### config.mk
export PLATFORM = sky130hd
export DESIGN_NAME = pcbp_packer
export DESIGN_NICKNAME = d
export VERILOG_FILES = /design/src/hdl/pcbp_pkg.sv /design/src/hdl/pcbp_packer.sv
export SDC_FILE = /design/constraint.sdc
export NUM_CORES = 1
export LEC_CHECK = 0
export BUFFER_PORTS_ARGS = -buffer_cell sky130_fd_sc_hd__buf_4
export CORE_UTILIZATION = 30
export DETAILED_ROUTE_END_ITERATION = 10
export MAX_ROUTING_LAYER = met4
export PLACE_DENSITY_LB_ADDON = 0.1
export SYNTH_ARGS = -nofsm -noshare
export SYNTH_HDL_FRONTEND = slang
export SYNTH_SLANG_ARGS = --single-unit
### constraint.sdc
create_clock -name clock -period 4.95 [get_ports clock]
set_input_delay 0.99 -clock clock [delete_from_list [all_inputs] [get_ports clock]]
set_output_delay 0.99 -clock clock [all_outputs]
set_load 0.02 [all_outputs]
### src/hdl/pcbp_pkg.sv
// shared types and constants of the prefix code bit packer
package pcbp_pkg;

   // field widths
   localparam int CMD_W = 2;
   localparam int SYM_W = 8;
   localparam int CODE_W = 32;
   localparam int LEN_W = 6;
   localparam int DATA_W = 16;
   localparam int BYTE_W = 8;
   localparam int FILL_W = 3;
   localparam int TREE_W = 13;
   localparam int PAD_W = 3;

   // code table and accumulator sizing
   localparam int TABLE_DEPTH = 256;
   localparam int MAX_CODE_LEN = 32;
   localparam int LEN_LIMIT = (MAX_CODE_LEN < CODE_W) ? MAX_CODE_LEN : CODE_W;
   localparam int ACC_W = CODE_W + BYTE_W;
   localparam int MAX_RESULTS = 4;
   localparam int CNT_W = 3;

   // command codes
   localparam logic [CMD_W-1:0] CMD_LOAD = 2'd0;
   localparam logic [CMD_W-1:0] CMD_ENCODE = 2'd1;
   localparam logic [CMD_W-1:0] CMD_FLUSH = 2'd2;

   // result kinds
   localparam logic KIND_BYTE = 1'b0;
   localparam logic KIND_HEADER = 1'b1;

   // register map
   localparam int ADDR_W = 2;
   localparam int PDATA_W = 32;
   localparam logic [ADDR_W-1:0] REG_TREE_SIZE = 2'd0;

   typedef struct packed {
      logic [CMD_W-1:0] cmd;
      logic [SYM_W-1:0] symbol;
      logic [CODE_W-1:0] code_bits;
      logic [LEN_W-1:0] code_len;
   } req_item_type;

   typedef struct packed {
      logic [DATA_W-1:0] data;
      logic kind;
      logic last;
   } rsp_item_type;

   // request held in the input register, handed to the packer
   typedef struct packed {
      logic valid;
      logic [CMD_W-1:0] cmd;
      logic sym_nonzero;
   } stage_type;

endpackage

### src/hdl/pcbp_packer.sv
// bit accumulator, byte splitting and result output register
module pcbp_packer (
   input  logic clock,
   input  logic reset,
   input  pcbp_pkg::stage_type stage,
   input  logic [pcbp_pkg::CODE_W-1:0] code,
   input  logic [pcbp_pkg::LEN_W-1:0] len,
   input  logic [pcbp_pkg::TREE_W-1:0] tree_size,
   output logic take,
   output logic rsp_valid,
   input  logic rsp_stall,
   output pcbp_pkg::rsp_item_type rsp_item
);

   logic [pcbp_pkg::BYTE_W-1:0] partial_ff, partial_in;
   logic [pcbp_pkg::FILL_W-1:0] fill_ff, fill_in;
   logic [pcbp_pkg::DATA_W-1:0] grp_data_ff [pcbp_pkg::MAX_RESULTS];
   logic [pcbp_pkg::DATA_W-1:0] grp_data_in [pcbp_pkg::MAX_RESULTS];
   logic [pcbp_pkg::MAX_RESULTS-1:0] grp_kind_ff, grp_kind_in;
   logic [pcbp_pkg::CNT_W-1:0] grp_cnt_ff, grp_cnt_in;

   logic [pcbp_pkg::CODE_W-1:0] code_left;
   logic [pcbp_pkg::ACC_W-1:0] acc;
   logic [pcbp_pkg::LEN_W-1:0] total;
   logic [pcbp_pkg::CNT_W-1:0] nbytes;
   logic [pcbp_pkg::CNT_W-1:0] n_res;
   logic [pcbp_pkg::DATA_W-1:0] res_data [pcbp_pkg::MAX_RESULTS];
   logic [pcbp_pkg::MAX_RESULTS-1:0] res_kind;
   logic [pcbp_pkg::PAD_W-1:0] pad;
   logic [pcbp_pkg::BYTE_W-1:0] rest_byte;
   logic rsp_take;
   logic grp_free;
   logic do_encode;
   logic do_flush;

   // append the code after the bits already gathered
   always_comb begin
      code_left = code << (pcbp_pkg::LEN_W'(pcbp_pkg::CODE_W) - len);
      acc = {partial_ff, pcbp_pkg::CODE_W'(0)}
         | ({code_left, pcbp_pkg::BYTE_W'(0)} >> fill_ff);
      total = pcbp_pkg::LEN_W'(fill_ff) + len;
      nbytes = total[pcbp_pkg::LEN_W-1:pcbp_pkg::FILL_W];
      rest_byte = acc[(pcbp_pkg::ACC_W - 1) - pcbp_pkg::BYTE_W * int'(nbytes) -: pcbp_pkg::BYTE_W];
      pad = pcbp_pkg::PAD_W'(4'd8 - {1'b0, fill_ff});
   end

   // results and next accumulator for the request in the input register
   always_comb begin
      do_encode = stage.valid && (stage.cmd == pcbp_pkg::CMD_ENCODE) && stage.sym_nonzero;
      do_flush = stage.valid && (stage.cmd == pcbp_pkg::CMD_FLUSH);
      n_res = '0;
      res_kind = '0;
      partial_in = partial_ff;
      fill_in = fill_ff;
      for (int i = 0; i < pcbp_pkg::MAX_RESULTS; i++) begin
         res_data[i] = {pcbp_pkg::BYTE_W'(0),
            acc[(pcbp_pkg::ACC_W - 1) - pcbp_pkg::BYTE_W * i -: pcbp_pkg::BYTE_W]};
      end
      if (do_encode) begin
         n_res = nbytes;
         partial_in = rest_byte;
         fill_in = total[pcbp_pkg::FILL_W-1:0];
      end else if (do_flush) begin
         partial_in = '0;
         fill_in = '0;
         if (fill_ff != '0) begin
            n_res = pcbp_pkg::CNT_W'(2);
            res_data[0] = {pcbp_pkg::BYTE_W'(0), partial_ff};
            res_data[1] = {pad, tree_size};
            res_kind[1] = pcbp_pkg::KIND_HEADER;
         end else begin
            n_res = pcbp_pkg::CNT_W'(1);
            res_data[0] = {pcbp_pkg::PAD_W'(0), tree_size};
            res_kind[0] = pcbp_pkg::KIND_HEADER;
         end
      end
   end

   // hand-off between the input register and the output group
   assign rsp_valid = (grp_cnt_ff != '0);
   assign rsp_take = rsp_valid && !rsp_stall;
   assign grp_free = (grp_cnt_ff == '0) || ((grp_cnt_ff == pcbp_pkg::CNT_W'(1)) && rsp_take);
   assign take = stage.valid && ((n_res == '0) || grp_free);

   // output group next value: load a new group or shift out one word
   always_comb begin
      grp_cnt_in = grp_cnt_ff;
      grp_kind_in = grp_kind_ff;
      for (int i = 0; i < pcbp_pkg::MAX_RESULTS; i++) begin
         grp_data_in[i] = grp_data_ff[i];
      end
      if (take && (n_res != '0)) begin
         grp_cnt_in = n_res;
         grp_kind_in = res_kind;
         for (int i = 0; i < pcbp_pkg::MAX_RESULTS; i++) begin
            grp_data_in[i] = res_data[i];
         end
      end else if (rsp_take) begin
         grp_cnt_in = grp_cnt_ff - pcbp_pkg::CNT_W'(1);
         grp_kind_in = grp_kind_ff >> 1;
         for (int i = 0; i < pcbp_pkg::MAX_RESULTS - 1; i++) begin
            grp_data_in[i] = grp_data_ff[i+1];
         end
      end
   end

   // control state
   always_ff @(posedge clock) begin
      if (reset) begin
         partial_ff <= '0;
         fill_ff <= '0;
         grp_cnt_ff <= '0;
      end else begin
         grp_cnt_ff <= grp_cnt_in;
         if (take) begin
            partial_ff <= partial_in;
            fill_ff <= fill_in;
         end
      end
   end

   // output words
   always_ff @(posedge clock) begin
      grp_kind_ff <= grp_kind_in;
      for (int i = 0; i < pcbp_pkg::MAX_RESULTS; i++) begin
         grp_data_ff[i] <= grp_data_in[i];
      end
   end

   assign rsp_item.data = grp_data_ff[0];
   assign rsp_item.kind = grp_kind_ff[0];
   assign rsp_item.last = (grp_cnt_ff == pcbp_pkg::CNT_W'(1));

`ifndef NO_ASSERTIONS
   // the group never holds more words than one request can make
   a_cnt_range: assert property (@(posedge clock) disable iff (reset)
      grp_cnt_ff <= pcbp_pkg::CNT_W'(pcbp_pkg::MAX_RESULTS))
      else $error("output group count out of range");

   // a header word always closes its request
   a_header_last: assert property (@(posedge clock) disable iff (reset)
      rsp_valid && rsp_item.kind |-> rsp_item.last)
      else $error("header word not marked last");

   // unfilled accumulator bits stay zero
   a_partial_clean: assert property (@(posedge clock) disable iff (reset)
      (partial_ff << fill_ff) == '0)
      else $error("stray bits below the fill point");

   // a flush empties the accumulator
   a_flush_clears: assert property (@(posedge clock) disable iff (reset)
      take && do_flush |=> (fill_ff == '0) && (partial_ff == '0))
      else $error("accumulator not cleared by flush");
`endif

endmodule

==> Word level (Yosys, flattened, before mapping) <==
Memory sizes are Yosys's and may differ from the RTL's.
Cells that the tools add are included.
{ "classes": {"n_addsub": 5, "n_eq_ne": 3, "shifts": 3, "muxes": 22, "bitwise": 1, "n_reduce_logical": 18} }
{ "op_table": {"columns": ["op", "count"], "rows": [
  ["$mux W48", 2],
  ["$shiftx A47 B7 Y8", 1],
  ["$or A40 B40 Y40", 1],
  ["$shr A40 B3 Y40", 1],
  ["$mux W16", 2],
  ["$mux W32", 1],
  ["$shl A32 B6 Y32", 1],
  ["$mux W29", 1],
  ["$mux W8", 2],
  ["$mux W3", 5],
  ["$mux W13", 1],
  ["$mux W2", 6],
  ["$reduce_bool A3 Y1", 3],
  ["$logic_and A1 B1 Y1", 7],
  ["$sub A6 B6 Y7 const A", 1],
  ["$add A3 B6 Y6", 1],
  ["$logic_not A3 Y1", 2],
  ["$sub A6 B6 Y6 const A", 1],
  ["$reduce_bool A2 Y1", 2],
  ["$eq A3 B1 Y1 const B", 1],
  ["$sub A1 B3 Y3 const A", 1],
  ["$sub A3 B1 Y3 const B", 1],
  ["$eq A2 B1 Y1 const B", 1],
  ["$eq A2 B2 Y1 const B", 1],
  ["other kinds (4)", 6]
]} }
{ "totals": {"regBits": 16, "mem_bits_rw": 64, "out_inout_bits": 20, "word_cells": 57, "memories": 1} }
{ "mem_list": {"columns": ["memory", "words", "width", "read_ports", "rd_ports_with_merged_regs", "wr", "line", "source"], "rows": [
  ["grp_data_ff", 4, 16, 4, 0, 4, "pcbp_packer.sv:17", "logic [pcbp_pkg::DATA_W-1:0] grp_data_ff [pcbp_pkg::MAX_RESULTS];"]
]} }

==> Logic depth before layout (Yosys ltp) <==
Gate-level depths: netlist (run 1).
{ "depth": {"ltp_word": 9, "mapped_depth": 17, "ltp_nobuf": 14} }

==> Least setup slack after synthesis (run 1) <==
No wires, ideal clock.
{ "synth_timing": {"path_kind": "input -> register", "startpoint": "in len[0] (netlist bit)", "endpoint": "mem grp_data_ff[0][3] (netlist bit) (data pin)", "setup_time_ns": 0.260, "arrival_ns": 4.055, "slack_ns": 0.635, "cell_stages": 17, "path_buffers": 6, "cell_sequence": "buf_6 > buf_12 > inv_2 > buf_4 > ha_1 > buf_6 > buf_6 > buf_2 > mux4_2 > o21ai_0 > nand2_1 > a211oi_1 > a21oi_1 > nor4_2 > mux2i_1 > o311ai_1 > nand2_1"} }
{ "synth_rtl": {"columns": ["item", "line", "source"], "rows": [
  ["start, declared", "pcbp_packer.sv:7", "input logic [pcbp_pkg::LEN_W-1:0] len,"],
  ["end, declared", "pcbp_packer.sv:17", null]
]} }

==> metrics.txt, run 1 <==
TritonCTS buffer count=9; Inst Count DP=1,263; root buffer cell=clkbuf_16; hold buffers post-CTS=0; Worst Path Buf+Inv=3; Hold WS=0.4848 ns; fin crit share=0.8810; post-cts sizing count=0; max_cap viols=0; number of synthesized flops with an enable pin=47; initial antenna violation count=0; Final Util=0.3545; most frequent cell after synthesis=nand2_1; vias in the first global route=7,343; layout cells sized above 1=0.2550; die height=162 um; PD cells=292.5 nW/um^2; Main synth FF type=edfxtp_1; CP arrival=4.40 ns; FF/Latch Area=1753 sq um; Top cell by count, worst path=a211oi_1; hold_sp=grp_data_ff[1][13]$_DFFE_PP_; status=finished clean; Syn Inst Count=888; drt initial violations=723; Worst Path Max Fanout=26; Starting Density=0.3050; worst-skew pair later-pin latency=0.33 ns; Post-synth top cells=79 x nand2_1, 68 x a21oi_1, 59 x nor2_1; Post-Syn Area=7680 sq um; TritonCTS clock tree=yes; Async S/R FF share, synth=0; f_max=0.2293 GHz; Distinct cells, synth=111; peak supply drop=0.2642 mV; Final min period=4.361 ns; fin nets=1,013; Crit Path Category=in -> reg; crit start category=input port; Multi-input gate area=5375 sq um; R2R Setup Slk=1.21 ns; Inserted Diodes=0; global-route wire length before repair=45.54 mm; Synth top area share=0.1838; R2R cell count=14; Overflow after GRT=0; CP peak stage delay=0.57 ns; largest net degree at the start of global routing=54; vias post-DR=7,632; die area=26,240 sq um; GR Util All Layers=0.2343; final worst setup slack=0.5892 ns; clk buf depth=2; pre-CTS setup slack=0.3214 ns; Slowest-stage cell, CP=a2111oi_2; non-filler cells in the finished layout=1,279; Leakage Power=0.003295 uW; Tightest Pin Transition=0.7766 ns; Vias/cell=5.967; CP cell instances=buf_4, inv_2, ha_2, buf_12, mux2i_1, mux4_2, a211oi_1, a2111oi_2, nand2_1, a21oi_1, nor2_1, a211oi_1, o221ai_1; DPL Wire Length=22.86 mm; clock skew=0.008723 ns; floorplan row count=58; Clock transition at path regs=0.05 ns; post-detailed-route count of antenna-violating nets=0; Top Family by Delay on Critical Path=compound AO/OA/AOI/OAI gates; required time worst endpoint=4.99 ns; H-Tree Depth=3; warnings from Yosys=0; worst hold path depth=2; Post-CTS Setup Bufs=0; drt total wl=29.86 mm; register area share after synthesis=0.2281; GP Congestion=0.9233; reg2reg end=partial_ff[1]$_SDFFE_PP0P_; 1st-pass router iterations=5; Avg Cell Area, Syn=8.648 sq um; # clock sinks=64; # IOs=78; number of I/O port buffers=77; Die Span X=162 um; worst r2r src=fill_ff[0]$_SDFFE_PP0P_; Slew HR=0.4817; max-slew violation count=0; final setup TNS=0 ns; area delta synth->final=16.23%; Yosys reg bits=64; core area=25,180 sq um; Yosys top cell by area=edfxtp_1; Final setup viols=0; HP Class=reg -> reg; DR DRC count=0; Hold Path End=grp_data_ff[0][13]$_SDFFE_PN0P_; crit end category=flop; Synth area leaders=edfxtp_1 18%, mux4_2 10%, mux2i_1 5.2%; synthesized net count=957; RSZ-0062 raised after global routing=false; Fill cells=2,662; Final Hold Violating Endpoints=0; WL per Instance=23.35 um
per-layer routing:
metal / routed length (um) / GRT usage
met5: 0 / -
met4: 612 / 0.06732
met3: 1520 / 0.02145
met2: 14600 / 0.3900
met1: 13130 / 0.3018
cell type report:
cell class	count	share of cell area
Multi-Input combinational cell	719	0.6022
Tap cell	330	0.04626
Timing Repair Buffer	129	0.1113
Sequential cell	64	0.1964
Clock buffer	10	0.02565
Clock inverter	6	0.009392
Inverter	21	0.008831
layout by cell type, fill, tap and decap left out, types with 6 or more instances in the layout:
master | netlist | final
a211oi_1 | 19 | 19
a21boi_0 | 6 | 6
a21o_1 | 7 | 7
a21oi_1 | 68 | 68
a221oi_1 | 11 | 11
a22oi_1 | 9 | 9
a31oi_1 | 9 | 9
a32oi_1 | 6 | 6
and2_1 | 6 | 6
and3_1 | 12 | 12
buf_4 | 7 | 127
clkbuf_16 | 0 | 9
dfxtp_1 | 17 | 16
edfxtp_1 | 47 | 47
ha_1 | 10 | 9
inv_1 | 19 | 19
mux2_2 | 15 | 15
mux2i_1 | 40 | 40
mux4_2 | 35 | 35
nand2_1 | 79 | 79
nand2b_1 | 11 | 11
nand3_1 | 54 | 54
nor2_1 | 59 | 59
nor3_1 | 23 | 23
nor4_1 | 7 | 7
o211ai_1 | 6 | 6
o21ai_0 | 41 | 41
o21ai_1 | 20 | 20
o22ai_1 | 10 | 10
o31ai_1 | 10 | 10
xnor2_1 | 7 | 7
logic make-up after synthesis:
group / after synthesis / share of synthesized area
AOI/OAI and AO/OA: 306 / 0.2869
and+or+nand+nor: 298 / 0.1975
buffers and inverters: 105 / 0.07266
muxes: 93 / 0.1815
DFF: 64 / 0.2281
xor gates and xnor gates: 11 / 0.01450
adders and majority gates: 11 / 0.01890
worst register-to-register path, delay by kind of cell, from the launching register on:
kind                       cells  cell delay, ns
adders and majority gates      3            1.22
AOI/OAI and AO/OA              5            0.79
and+or+nand+nor                3            0.73
buffers and inverters          2            0.34
DFF                            1            0.31
xor gates and xnor gates       1            0.28
per-stage QoR:
step | instance area [sq um] | power, uW
after CTS | 8926 | 2628
after global placement | 8613 | 1937
after global routing | 8926 | 2749
after detailed placement | 8613 | 1929
final | 8926 | 2611
after floorplan | 7680 | 1521
worst max path at each step:
stage / from / to / slack, ns / cells after the start
after global placement: len[0] / grp_data_ff[0][1]$_DFFE_PP_ / 0.27 / 13
after CTS: len[0] / grp_data_ff[0][1]$_DFFE_PP_ / 0.66 / 13
after floorplan: len[0] / grp_data_ff[0][3]$_DFFE_PP_ / 0.63 / 17
after global routing: len[0] / grp_data_ff[0][1]$_DFFE_PP_ / 0.40 / 13
final: len[0] / grp_data_ff[0][1]$_DFFE_PP_ / 0.59 / 13
after detailed placement: len[0] / grp_data_ff[0][1]$_DFFE_PP_ / 0.32 / 13
report_power, final:
group          internal (uW)  switching (uW)
logic                    450             712
clock network            440             247
registers                725            36.3
registers in the layout, indices dropped and copies added (netlist names):
name	flops
partial_ff	8
grp_cnt_ff	3
fill_ff	3
grp_kind_ff	2
grp_data_ff	48
(Power assumes the default switching activity.)
==> run 2, diff against run 1 <==
- PLACE_DENSITY: unset -> 0.48
- PLACE_DENSITY_LB_ADDON: 0.1 -> unset
==> metrics.txt, run 2 (synthesis results as in run 1) <==
status=finished clean; Slew HR=0.3096 (-0.1721); worst r2r src=fill_ff[0]$_SDFFE_PP0P_; crit start category=input port; Final setup viols=0 (unchanged); crit end category=flop; R2R cell count=14 (unchanged); Starting Density=0.3050 (unchanged); share of power burned in registers=0.308 (+0.016); max_cap viols=0 (unchanged); max FFs per register=48 (unchanged); clock share of power=0.232 (-0.031); required time worst endpoint=5.17 ns (+0.18 ns); most frequent cells in the layout=124 x buf_4, 79 x nand2_1, 68 x a21oi_1, 59 x nor2_1, 54 x nand3_1; Final Util=0.3517 (-0.002783); Clock transition at path regs=0.05 ns (about the same); post-cts sizing count=0 (unchanged); fin crit share=0.8756 (-0.005374); GR Util All Layers=0.2094 (-0.02483); # clock sinks=64 (unchanged); clk buf depth=2 (unchanged); layout cells sized above 1=0.2526 (-0.002363); Final min period=4.334 ns (-0.02660 ns); largest net degree at the start of global routing=54 (unchanged); Hold Path End=grp_data_ff[0][13]$_SDFFE_PN0P_; max-slew violation count=0 (unchanged); RSZ-0062 raised after global routing=false; Worst Path Max Fanout=29 (+12%); worst hold path depth=2 (unchanged); Largest regs=grp_data_ff (48), partial_ff (8); f_max=0.2307 GHz (+0.61%); number of I/O port buffers=77 (unchanged); Final Hold Violating Endpoints=0 (unchanged); drt initial violations=652 (-9.8%); Post-CTS Setup Bufs=0 (unchanged); R2R Setup Slk=1.35 ns (+0.14 ns); M1 GR Usage=0.2796 (-0.02217); die height=162 um (unchanged); TritonCTS buffer count=9 (unchanged); drt total wl=26.69 mm (-11%); PD cells=278.8 nW/um^2 (-4.7%); worst-skew pair later-pin latency=0.34 ns (about the same); Top reg by flops=grp_data_ff; post-detailed-route count of antenna-violating nets=0 (unchanged); HP Class=reg -> reg; Tightest Pin Transition=1.034 ns (+0.2578 ns); WL per Instance=20.92 um (-10%); die area=26,240 sq um (unchanged); Fill cells=2,639 (-0.86%); hold_sp=grp_data_ff[1][13]$_DFFE_PP_; global-route wire length before repair=42.20 mm (-7.3%); Inserted Diodes=0 (unchanged); Leakage Power=0.003259 uW (-1.1%); commonest non-fill, non-tap cell in the layout=buf_4; TritonCTS clock tree=yes; Overflow after GRT=0 (unchanged); combinational power share=0.460 (+0.015); CP arrival=4.56 ns (+0.16 ns); met3 Use GR=0.02171 (+0.0002554); clock skew=0.007693 ns (-0.001031 ns); initial antenna violation count=0 (unchanged); DPL Wire Length=20.45 mm (-11%); root buffer cell=clkbuf_16; Inst Count DP=1,260 (-0.24%); Die Span X=162 um (unchanged); sw power=959.3 uW (-3.7%); H-Tree Depth=3 (unchanged); final setup TNS=0 ns (unchanged); peak supply drop=0.1680 mV (-36%); switch share=0.3886 (+0.007163); GP Congestion=0.9636 (+4.4%); GR Util met2=0.3291 (-0.06087); DR DRC count=0 (unchanged); Crit Path Category=in -> reg; core area=25,180 sq um (unchanged); area delta synth->final=15.31%; non-filler cells in the finished layout=1,276 (-0.23%); Hold WS=0.4856 ns (+0.0008310 ns); floorplan row count=58 (unchanged); reg2reg end=partial_ff[5]$_SDFFE_PP0P_; Vias/cell=5.992 (+0.42%); vias post-DR=7,646 (+0.18%); internal power=1509 uW (-6.6%); gr busiest metal=met2; vias in the first global route=7,279 (-0.87%); fin nets=1,010 (-0.30%); # IOs=78 (unchanged); 1st-pass router iterations=5 (unchanged); hold buffers post-CTS=0 (unchanged)
-- run 2: cell types whose count changed in the layout (fill, tap and decap cells not counted), sizes merged --
cell / previous run / this run
inv: 22 / 21
buf: 129 / 126
bufinv: 2 / 0
clkinvlp: 0 / 1
clkinv: 3 / 5
-- run 2: routing by layer --
metal  share of wire  routed length, um
met2            0.46              12230
met1            0.46              12240
met4           0.028                737
met5               0                  0
met3           0.055               1478
-- run 2: through the flow --
step           setup WS (ns)  power (uW)  area [sq um]
2_1_floorplan         0.6346        1521          7680
4_1_cts               0.6303        2479          8856
3_5_place_dp          0.2886        1899          8591
3_3_place_gp          0.2739        1902          8591
5_1_grt               0.3409        2603          8856
6_report              0.6158        2469          8856
-- run 2: worst max path at each step --
stage | slack [ns] | to | from | depth (start not counted)
global route | 0.34 | partial_ff[4]$_SDFFE_PP0P_ | len[0] | 13
finish | 0.62 | partial_ff[4]$_SDFFE_PP0P_ | len[0] | 13
global placement | 0.27 | partial_ff[4]$_SDFFE_PP0P_ | len[0] | 13
detailed placement | 0.29 | partial_ff[4]$_SDFFE_PP0P_ | len[0] | 13
CTS | 0.63 | partial_ff[4]$_SDFFE_PP0P_ | len[0] | 13
floorplan | 0.63 | grp_data_ff[0][3]$_DFFE_PP_ | len[0] | 17
-- run 2: layout make-up --
type | count | area (sq um) | area share
multi-input combinational | 719 | 5375 | 0.6070
sequential | 64 | 1753 | 0.1979
timing repair buffer | 126 | 970.9 | 0.1096
tap | 330 | 412.9 | 0.04662
clock buffer | 10 | 229.0 | 0.02585
inverter | 21 | 78.83 | 0.008901
clock inverter | 6 | 36.28 | 0.004097
-- run 2: critical path: stages --
cell       delay (ns)
buf_4            0.19
inv_2            0.06
ha_2             0.51
buf_12           0.24
mux2i_1          0.34
mux4_2           0.29
a211oi_1         0.07
a2111oi_2        0.51
mux2i_1          0.29
or3_1            0.37
nand4b_1         0.21
o2111ai_1        0.19
a22o_1           0.26
-- run 2: power groups by stage --
stage,clock (uW),sequential [uW],combinational [uW]
after floorplan,0,819,702
after global placement,0,771,1130
after detailed placement,0,772,1130
after CTS,586,762,1130
after global routing,606,771,1230
final,572,760,1140
==> run 3, diff against run 2 <==
==> constraint.sdc (replaced) <==
create_clock -name clock -period 4.95 [get_ports clock]
set_input_delay 0.495 -clock clock [delete_from_list [all_inputs] [get_ports clock]]
set_output_delay 0.495 -clock clock [all_outputs]
set_load 0.02 [all_outputs]
==> metrics.txt, run 3 (synthesis results as in run 1) <==
Inserted Diodes=0 (unchanged); commonest non-fill, non-tap cell in the layout=buf_4; vias post-DR=7,498 (-1.9%); Overflow after GRT=0 (unchanged); vias in the first global route=7,051 (-3.1%); TritonCTS buffer count=9 (unchanged); crit start category=input port; number of I/O port buffers=77 (unchanged); layout cells sized above 1=0.2384 (-0.01424); max-slew violation count=0 (unchanged); CP cell instances=buf_4, inv_2, ha_2, buf_12, mux2i_1, mux4_2, a211oi_1, a211oi_1, a21oi_1, nor4_2, mux2i_1, o311ai_1, nand2_1; Vias/cell=5.965 (-0.45%); crit end category=flop; Top reg by flops=grp_data_ff; die height=162 um (unchanged); drt total wl=26.65 mm (-0.14%); required time worst endpoint=5.03 ns (-0.14 ns); status=finished clean; Tightest Pin Transition=0.8749 ns (-0.1595 ns); Slew HR=0.4161 (+0.1065); max_cap viols=0 (unchanged); clk buf depth=2 (unchanged); Slowest-stage cell, CP=ha_2; Clock transition at path regs=0.06 ns (about the same); hold_sp=tree_size[9]; Worst Path Max Fanout=29 (unchanged); CP arrival=4.22 ns (-0.34 ns); largest net degree at the start of global routing=54 (unchanged); clock skew=0.006999 ns (-0.0006936 ns); final setup TNS=0 ns (unchanged); most frequent cells in the layout=106 x buf_4, 79 x nand2_1, 68 x a21oi_1, 59 x nor2_1, 54 x nand3_1; total power=2472 uW (+0.13%); Worst Path Buf+Inv=3 (unchanged); WL per Instance=21.20 um (+1.4%); hold buffers post-CTS=0 (unchanged); TritonCTS clock tree=yes; RSZ-0062 raised after global routing=false; CP peak stage delay=0.59 ns (+0.08 ns); # IOs=78 (unchanged); fin crit share=0.8356 (-0.04003); DPL Wire Length=20.40 mm (-0.26%); Post-CTS Setup Bufs=0 (unchanged); Largest regs=grp_data_ff (48), partial_ff (8); root buffer cell=clkbuf_16; max FFs per register=48 (unchanged); Starting Density=0.3050 (unchanged); Crit Path Category=in -> reg; R2R cell count=12 (-2); Fill cells=2,658 (+0.72%); Leakage Power=0.003166 uW (-2.9%); Critical Path Source=len[0]; Multi-input gate area=5375 sq um (unchanged); Hold Path End=grp_data_ff[0][9]$_DFFE_PP_; worst r2r src=fill_ff[1]$_SDFFE_PP0P_; GP Congestion=0.9620 (-0.17%); drt initial violations=653 (+0.15%); Final Hold Violating Endpoints=0 (unchanged); area delta synth->final=13.49%; Final min period=4.136 ns (-0.1982 ns); floorplan row count=58 (unchanged); peak supply drop=0.1739 mV (+3.5%); GR Util All Layers=0.2071 (-0.002282); R2R Setup Slk=1.26 ns (-0.09 ns); Final Util=0.3461 (-0.005565); # clock sinks=64 (unchanged); Die Span X=162 um (unchanged); core area=25,180 sq um (unchanged); worst hold path depth=3 (+1); post-detailed-route count of antenna-violating nets=0 (unchanged); worst-skew pair later-pin latency=0.34 ns (about the same); 1st-pass router iterations=6 (+1); f_max=0.2418 GHz (+4.8%); DR DRC count=0 (unchanged); post-cts sizing count=0 (unchanged); global-route wire length before repair=41.52 mm (-1.6%); fin nets=991 (-1.9%); Top Family by Delay on Critical Path=compound AO/OA/AOI/OAI gates; HP Class=in -> reg; Final setup viols=0 (unchanged); reg2reg end=partial_ff[5]$_SDFFE_PP0P_; die area=26,240 sq um (unchanged); PD cells=283.6 nW/um^2 (+1.7%); FF/Latch Area=1753 sq um (unchanged); initial antenna violation count=0 (unchanged); H-Tree Depth=3 (unchanged)
==> run 3: cell types whose count changed in the layout (fill, tap and decap cells not counted), sizes merged <==
cell	change
clkinvlp	+1
clkinv	-2
buf	-19
inv	+2
clkbuf	-1
==> run 3: worst max-delay path by stage <==
stage	to	slack, ns	cells past startpoint
3_5_place_dp	grp_data_ff[0][3]$_DFFE_PP_	0.50	13
6_report	grp_data_ff[0][3]$_DFFE_PP_	0.81	13
5_1_grt	grp_data_ff[0][3]$_DFFE_PP_	0.46	13
3_3_place_gp	grp_data_ff[0][3]$_DFFE_PP_	0.54	13
4_1_cts	grp_data_ff[0][3]$_DFFE_PP_	0.86	13
2_1_floorplan	grp_data_ff[0][3]$_DFFE_PP_	1.13	17
==> run 3: metrics by stage <==
step | hold WS (ns) | worst slack, ns | instances | cell area [sq um]
after global routing | 0.4640 | 0.4649 | 1257 | 8716
after CTS | 0.4528 | 0.8552 | 1257 | 8716
after floorplan | 0.4564 | 1.130 | 888 | 7680
after global placement | 0.4646 | 0.5410 | 1241 | 8436
final | 0.4588 | 0.8139 | 1257 | 8716
after detailed placement | 0.4840 | 0.5007 | 1241 | 8436
==> run 3: final cells by class <==
cell class	count	share of cell area
Multi-Input combinational cell	719	0.6167
Inverter	21	0.009044
Tap cell	330	0.04737
Sequential cell	64	0.2011
Clock inverter	7	0.006316
Timing Repair Buffer	107	0.09360
Clock buffer	9	0.02584
==> run 3: worst min-delay path: stages <==
cell and delay (ns):
buf_4 0.08, nand3_1 0.05, o21ai_0 0.06
==> run 3: power by group <==
group / total, uW / internal [uW] / switching [uW]
clock: 601 / 343 / 259
sequential: 759 / 725 / 34.2
combinational: 1110 / 426 / 685
==> run 3: per-layer routing <==
layer  track usage  vias to the layer above  wire (um)
met5             -                        -          0
met4       0.06389                        0        667
met3       0.01660                       45        996
met2        0.3332                      255      12400
met1        0.2760                     3653      12580
li1              -                     3545          -
